`config.mk`:
```
export PLATFORM = sky130hd
export DESIGN_NAME = tpq_ctrl
export DESIGN_NICKNAME = d
export VERILOG_FILES = /design/src/hdl/tpq_pkg.sv /design/src/hdl/tpq_ctrl.sv
export SDC_FILE = /design/constraint.sdc
export NUM_CORES = 1
export LEC_CHECK = 0
export ABC_AREA = 1
export BUFFER_PORTS_ARGS = -buffer_cell sky130_fd_sc_hd__buf_2
export CORE_MARGIN = 2
export CORE_UTILIZATION = 48
export DETAILED_ROUTE_END_ITERATION = 7
export HOLD_SLACK_MARGIN = 0.03
export PLACE_DENSITY = 0.95
export SYNTH_ARGS = -nofsm -noshare
export SYNTH_HDL_FRONTEND = slang
export SYNTH_SLANG_ARGS = --single-unit
```
`constraint.sdc`:
```
create_clock -name clk -period 1.9 [get_ports clk]
set_input_delay 0.38 -clock clk [delete_from_list [all_inputs] [get_ports clk]]
set_output_delay 0.38 -clock clk [all_outputs]
set_load 0.03 [all_outputs]
```
`src/hdl/tpq_pkg.sv`:
```
// ----------------------------------------------------------------------------
// tpq_pkg
// Shared types, widths and codes for the tree path min/max query block.
// ----------------------------------------------------------------------------
package tpq_pkg;

	localparam int NODE_COUNT  = 1024;
	localparam int LIFT_LEVELS = 10;
	localparam int WEIGHT_BITS = 20;
	localparam int NODE_BITS   = $clog2(NODE_COUNT);
	localparam int LVL_BITS    = (LIFT_LEVELS > 1) ? $clog2(LIFT_LEVELS) : 1;
	localparam int JADDR_DEPTH = NODE_COUNT * LIFT_LEVELS;
	localparam int JADDR_BITS  = $clog2(JADDR_DEPTH);
	// jump entry: valid, ancestor, min, max
	localparam int JUMP_BITS   = 1 + NODE_BITS + 2 * WEIGHT_BITS;
	// depth entry: attached flag, depth
	localparam int DREC_BITS   = 1 + NODE_BITS;
	localparam logic [NODE_BITS-1:0] DEPTH_MAX = NODE_BITS'(NODE_COUNT - 1);
	localparam logic [LVL_BITS-1:0]  LVL_TOP   = LVL_BITS'(LIFT_LEVELS - 1);

	localparam logic REQ_ATTACH = 1'b0;
	localparam logic REQ_QUERY  = 1'b1;
	localparam logic ST_OK      = 1'b0;
	localparam logic ST_ERR     = 1'b1;

	typedef struct packed {
		logic                   ok;
		logic [NODE_BITS-1:0]   anc;
		logic [WEIGHT_BITS-1:0] mn;
		logic [WEIGHT_BITS-1:0] mx;
	} jump_t;

	typedef struct packed {
		logic                 att;
		logic [NODE_BITS-1:0] dep;
	} drec_t;

	typedef enum logic [4:0] {
		S_CLR,       // clear depth memory after reset
		S_IDLE,
		S_A_RD,      // read parent attached/depth
		S_A_CHK,
		S_A_LRD,     // read ancestor jump at level-1
		S_A_LWR,
		S_Q_RD,      // read attached/depth of both
		S_Q_CHK,
		S_L1_RD,     // read jump of v at level
		S_L1_DRD,    // read depth of target
		S_L1_UPD,
		S_EQ_CHK,
		S_L2_RDU,
		S_L2_RDV,
		S_L2_UPD,
		S_FIN_RDU,
		S_FIN_RDV,
		S_FIN,
		S_OUT
	} state_t;

	typedef struct packed {
		logic clr;
		logic load;
		logic a_rd;
		logic a_root;
		logic a_wr0;
		logic a_lrd;
		logic a_lwr;
		logic q_rd;
		logic q_swap;
		logic l1_rd;
		logic l1_drd;
		logic l1_upd;
		logic l2_rdu;
		logic l2_rdv;
		logic l2_upd;
		logic fin;
		logic set_err;
		logic set_empty;
		logic set_ok_path;
		logic lvl_init;
		logic lvl_dec;
		logic out_load;
	} ctl_t;

	typedef struct packed {
		logic clr_done;
		logic req_query;
		logic a_bad_node;
		logic a_is_root;
		logic p_missing;
		logic q_missing;
		logic q_same;
		logic lvl_zero;
		logic lvl_last;
		logic meet;
		logic depth_ne;
		logic l2_err;
		logic fin_err;
	} sts_t;

endpackage

```
`src/hdl/tpq_ctrl.sv`:
```
// ----------------------------------------------------------------------------
// tpq_ctrl
// Sequencer for attach fills and two-pass path lifting.
// ----------------------------------------------------------------------------
module tpq_ctrl import tpq_pkg::*; (
	input  logic clk,
	input  logic arst_n,
	input  logic in_valid,
	output logic in_stall,
	input  logic out_free,
	input  sts_t sts,
	output ctl_t ctl
);
	state_t state_q, state_d;

	always_ff @(posedge clk or negedge arst_n) begin
		if (!arst_n) begin
			state_q <= S_CLR;
		end else begin
			state_q <= state_d;
		end
	end

	assign in_stall = (state_q != S_IDLE);

	always_comb begin
		state_d = state_q;
		unique case (state_q)
			S_CLR:     if (sts.clr_done) state_d = S_IDLE;
			S_IDLE:    if (in_valid) state_d = sts.req_query ? S_Q_RD : S_A_RD;
			S_A_RD:    state_d = S_A_CHK;
			S_A_CHK: begin
				priority if (sts.a_bad_node || (!sts.a_is_root && sts.p_missing))
					state_d = S_OUT;
				else if (LIFT_LEVELS == 1) state_d = S_OUT;
				else state_d = S_A_LRD;
			end
			S_A_LRD:   state_d = S_A_LWR;
			S_A_LWR:   state_d = sts.lvl_last ? S_OUT : S_A_LRD;
			S_Q_RD:    state_d = S_Q_CHK;
			S_Q_CHK:   state_d = (sts.q_missing || sts.q_same) ? S_OUT : S_L1_RD;
			S_L1_RD:   state_d = S_L1_DRD;
			S_L1_DRD:  state_d = S_L1_UPD;
			S_L1_UPD:  state_d = sts.lvl_zero ? S_EQ_CHK : S_L1_RD;
			S_EQ_CHK: begin
				priority if (sts.meet) state_d = S_OUT;
				else if (sts.depth_ne) state_d = S_OUT;
				else state_d = S_L2_RDU;
			end
			S_L2_RDU:  state_d = S_L2_RDV;
			S_L2_RDV:  state_d = S_L2_UPD;
			S_L2_UPD: begin
				priority if (sts.l2_err) state_d = S_OUT;
				else if (sts.lvl_zero) state_d = S_FIN_RDU;
				else state_d = S_L2_RDU;
			end
			S_FIN_RDU: state_d = S_FIN_RDV;
			S_FIN_RDV: state_d = S_FIN;
			S_FIN:     state_d = S_OUT;
			S_OUT:     if (out_free) state_d = S_IDLE;
			default:   state_d = S_IDLE;
		endcase
	end

	always_comb begin
		ctl = '0;
		unique case (state_q)
			S_CLR:     ctl.clr = 1'b1;
			S_IDLE:    ctl.load = in_valid;
			S_A_RD:    ctl.a_rd = 1'b1;
			S_A_CHK: begin
				priority if (sts.a_bad_node) ctl.set_err = 1'b1;
				else if (sts.a_is_root) ctl.a_root = 1'b1;
				else if (sts.p_missing) ctl.set_err = 1'b1;
				else ctl.a_wr0 = 1'b1;
			end
			S_A_LRD:   ctl.a_lrd = 1'b1;
			S_A_LWR:   ctl.a_lwr = 1'b1;
			S_Q_RD:    ctl.q_rd = 1'b1;
			S_Q_CHK: begin
				priority if (sts.q_missing) ctl.set_err = 1'b1;
				else if (sts.q_same) ctl.set_empty = 1'b1;
				else begin
					ctl.q_swap = 1'b1;
					ctl.lvl_init = 1'b1;
				end
			end
			S_L1_RD:   ctl.l1_rd = 1'b1;
			S_L1_DRD:  ctl.l1_drd = 1'b1;
			S_L1_UPD: begin
				ctl.l1_upd = 1'b1;
				ctl.lvl_dec = 1'b1;
				ctl.lvl_init = sts.lvl_zero;
			end
			S_EQ_CHK: begin
				priority if (sts.meet) ctl.set_ok_path = 1'b1;
				else if (sts.depth_ne) ctl.set_err = 1'b1;
			end
			S_L2_RDU:  ctl.l2_rdu = 1'b1;
			S_L2_RDV:  ctl.l2_rdv = 1'b1;
			S_L2_UPD: begin
				ctl.l2_upd = 1'b1;
				ctl.lvl_dec = !sts.lvl_zero;
				ctl.set_err = sts.l2_err;
			end
			S_FIN_RDU: ctl.l2_rdu = 1'b1;
			S_FIN_RDV: ctl.l2_rdv = 1'b1;
			S_FIN: begin
				ctl.fin = 1'b1;
				if (sts.fin_err) ctl.set_err = 1'b1;
				else ctl.set_ok_path = 1'b1;
			end
			S_OUT:     ctl.out_load = out_free;
			default:   ctl = '0;
		endcase
	end
endmodule

```
* After elaboration in Yosys (flattened, before gate mapping)
Index checks and enable logic that the tools add are counted.
** Cells by class
- Reduce and logical (&&, ||, !) cells :: 9
- Multiplexer cells :: 51
- Equality and inequality tests :: 22
** Operators by type and width (number)
- $pmux 5 s19 :: 1
- $mux 5 :: 9
- $eq 5x4->1 const B :: 8
- $mux 1 :: 32
- $eq 5x3->1 const B :: 4
- $eq 5x5->1 const B :: 3
- $eq 5x2->1 const B :: 2
- $mux 2 :: 4
- $ne 2x2->1 const B :: 3
- $pmux 1 s2 :: 3
- $eq 5x1->1 const B :: 1
- $logic_not 5->1 :: 1
- $ne 5x1->1 const B :: 1
- $pmux 1 s5 :: 1
- $reduce_or 2->1 :: 2
- $mux 3 :: 1
- $reduce_and 3->1 :: 1
- $logic_not 1->1 :: 2
- $logic_or 1x1->1 :: 2
- $logic_and 1x1->1 :: 1
** Word-level totals
- Logic and storage cells :: 83
- Bits of input ports :: 17
- Register bits after elaboration :: 5

* Depth between registers and ports, before layout
- Word-level depth :: 5
- Depth in mapped cells :: 10
- Mapped depth without buffers :: 10

* Least setup slack after synthesis
No wires, ideal clock.
- Path type :: reg-to-output
- Start point :: register state_q[2]
- End point :: output port ctl[17] (netlist name)
- Slack :: -0.191 ns
- Arrival time :: 1.711 ns
- Path buffers :: 1
- Cell stages (with the launch flop) :: 5
- Data required time :: 1.520 ns
- Path through :: dfrtp_1 nor2_1 buf_6 nand3_2 nor4_1
** RTL lines
- start, declared :: RTL line tpq_ctrl.sv:14 : state_t state_q, state_d;
- start signal, assigned :: RTL line tpq_ctrl.sv:20 : state_q <= state_d;
- end, declared :: RTL line tpq_ctrl.sv:12 : output ctl_t ctl

==> impl_metrics.tcl <==
set metrics [dict create \
    synth_warnings 0 \
    total_leakage_power_nw 0.773 \
    dp.cells 201 \
    worst_slew_slack_as_a_fraction_of_its_limit_pct 67.5 \
    startpoint "state_q[0]" \
    report.final.hold_viol_count 0 \
    seqCellArea_um2 130 \
    route.detailed.drc 0 \
    final-max-slew-violation-count 0 \
    drt_iter0_drc 168 \
    rsz_0062_raised_after_global_routing "yes" \
    multi_input_comb_area_um2 643 \
    grt_max_degree 9 \
    top_register "state_q" \
    cts-root-to-sink-buffers 2 \
    vias 1357 \
    final_min_period_over_clock_period_pct 107 \
    final.setup.worst_slack_ns -0.125 \
    max_freq_ghz 0.494 \
    clk_transition_reported_paths_ns 0.04 \
    worst_clock_skew_ns 0.00453 \
    timing.max_cap.violations 0 \
    mean_post_synth_cell_area_um2 5.31 \
    postRouteWirelength_um 3710 \
    timing.critical_path.to_type "output port" \
    tritoncts.num_buffers 3 \
    critical_path.n_buffers_inverters 1 \
    largest_register_ffs 5 \
    initial_antenna_violation_count 0 \
    netlist_area_um2 764 \
    cp_slowest_cell "dfrtp_2" \
    holdCritPathClass "primary input to flip-flop" \
    first_pass_iters 5 \
    gp_congestion 1.01 \
    ys_types 21 \
    filler_cell_count 92 \
    viasPerCell 6.25 \
    crit_chain "nor2_1 > nand3_1 > nand2_1 > buf_2" \
    timing.critical_path.arrival_ns 1.65 \
    power_density_nw_per_um2 1270 \
    core_area_um2 1510 \
    antenna_left 0 \
    start_util_pct 50.7 \
    final_layout_size_suffix_gt1_share_pct 45.8 \
    finalHoldWorstSlack_ns 0.421 \
    first_pass_grt_wire_length_um 4110 \
    via_count_of_the_first_global_routing_pass 961 \
    worstPathRequired_ns 1.52 \
    dieHeight_um 43.9 \
    globalRoute.totalOverflow 0 \
    chipWidth_um 43.9 \
    tightestPinTransition_ns 0.486 \
    violations "setup timing" \
    setup_violators_final 10 \
    num-nets-final 219 \
    synthesized_instance_count 144 \
    diodes 0 \
    grt_use_total_pct 28.2 \
    io-pin-count 40 \
    clk_latency_ns 0.25 \
    worst-path-max-fanout 6 \
    critical-path-top-delay-family "simple AND/OR/NAND/NOR gates" \
    worst_hold_startpoint "sts[11]" \
    ys_seq_elements 5 \
    clock-sinks 5 \
    timing.critical_path.slowest_cell_delay_ns 0.46 \
    outcome "finished, violations left" \
    die-area_um2 1930 \
    timing_worst_setup_path_type "flip-flop to output port" \
    route.detailed.wl_per_inst_um 17.1 \
    placement.setup.worst_slack_ns 0.0751 \
    final.min_clock_period_ns 2.03 \
    floorplan.rows 14 \
    cts_max_level 1 \
    fin_cells 217 \
    reg.largest.list "state_q (5)" \
    cts_tree "built" \
    power.ir.vdd_worst_mv 1.01 \
    area_growth_pct 67.6 \
    clockRootBuffer "clkbuf_4" \
    element_type_at_the_critical_path_start "flip-flop" \
    syn_nets 161 \
    port_buffers 39 \
    yosysSeqAreaShare_pct 16.4 \
    detailed_place_hpwl_um 2060 \
    r2r_start "state_q[0]" \
]
## layout by cell type (no fill, tap or decap), types with 4 or more instances in the layout
master   synthesis  final
buf_2            0     29
nor2_4           2      6
inv_1           27     22
nand3_1         16     12
nor2_1          27     21
inv_2            2      6
a21oi_1          5      5
nand4_1          5      5
dfrtp_2          0      4
buf_4            1     23
nand2_1         38     36
nand3_2          2      4
## metrics by stage
step | TNS (ns) | cell area [µm²] | util, % | power [mW]
finish | -0.465 | 1280 | 85.0 | 1.62
global route | -0.974 | 1280 | 85.0 | 1.69
CTS | -0.00447 | 1100 | 73.0 | 1.32
detailed placement | 0 | 1010 | 67.1 | 1.14
global placement | 0 | 1010 | 67.1 | 1.12
floorplan | 0 | 785 | - | 0.884
## power by group
part	total [mW]	switching [mW]	internal (mW)
Combinational	1.25	0.834	0.418
Clock	0.125	0.0454	0.0795
Sequential	0.247	0.0933	0.153
## Yosys cell counts
| cell type | n | area (µm²) |
|---|---|---|
| buf_4 | 1 | 7.51 |
| nor2_2 | 1 | 6.26 |
| nand2_1 | 38 | 143 |
| o21ai_1 | 1 | 5.00 |
| a21oi_1 | 5 | 25.0 |
| o2111ai_1 | 1 | 8.76 |
| nand3_2 | 2 | 20.0 |
| o21ai_0 | 2 | 10.0 |
| inv_1 | 27 | 101 |
| nor3_4 | 1 | 16.3 |
| inv_2 | 2 | 7.51 |
| buf_6 | 1 | 11.3 |
| o22ai_1 | 2 | 12.5 |
| nand3_1 | 16 | 80.1 |
| nor2_4 | 2 | 22.5 |
| dfrtp_1 | 5 | 125 |
| nor3_1 | 2 | 10.0 |
| nor4_1 | 2 | 12.5 |
| nor3b_1 | 1 | 7.51 |
| nand4_1 | 5 | 31.3 |
| nor2_1 | 27 | 101 |
## worst register-to-register path, cell delays in order (launching register included)
cell and delay, ns:
dfrtp_2 0.46, nor2_1 0.42, nand3_1 0.18, nand2_1 0.13, nor2_1 0.08, nand3_1 0.09, nand2_1 0.07, nor2_1 0.10
nor2_1 0.05
## metal layers
metal | track usage (%) | wire length [µm] | vias up
met3 | 5.00 | 531 | 36
met5 | 0 | 0 | -
met2 | 47.1 | 1700 | 167
met4 | 7.27 | 184 | 0
met1 | 37.4 | 1300 | 583
li1 | - | - | 571
## worst paths after layout
path / end / slack (ns) / cells past startpoint
worst max-delay path: ctl[8] / -0.13 / 4
worst min register to register: state_q[3] / 0.55 / 1
worst min-delay path: state_q[2] / 0.42 / 3
min in group asynchronous: state_q[3] / 0.49 / 2
worst max register to register: state_q[0] / 0.21 / 8
max in group asynchronous: state_q[4] / 1.26 / 2
## layout make-up
class	instances	share of cell area (%)
timing repair buffer	55	27.3
sequential	5	10.2
multi-input combinational	108	50.2
inverter	29	8.69
clock buffer	4	2.05
tap	16	1.56
## logic make-up (layout without fill, tap and decap cells)
group                  count (synthesis)  count (layout)  share of synthesized area, %
and+or+nand+nor                       97              97                          58.9
AOI/OAI and AO/OA                     11              11                          8.02
DFF                                    5               5                          16.4
buffers and inverters                 31              88                          16.7
## timing repair
item	CTS	global route
hold buffers	1	0
buffers inserted	2	9
hold endpoints to repair	5	0
resized for setup	16	36
endpoints found under the setup margin	7	16
pin swaps	0	8
No activity file was read; power rests on OpenSTA's default activity.
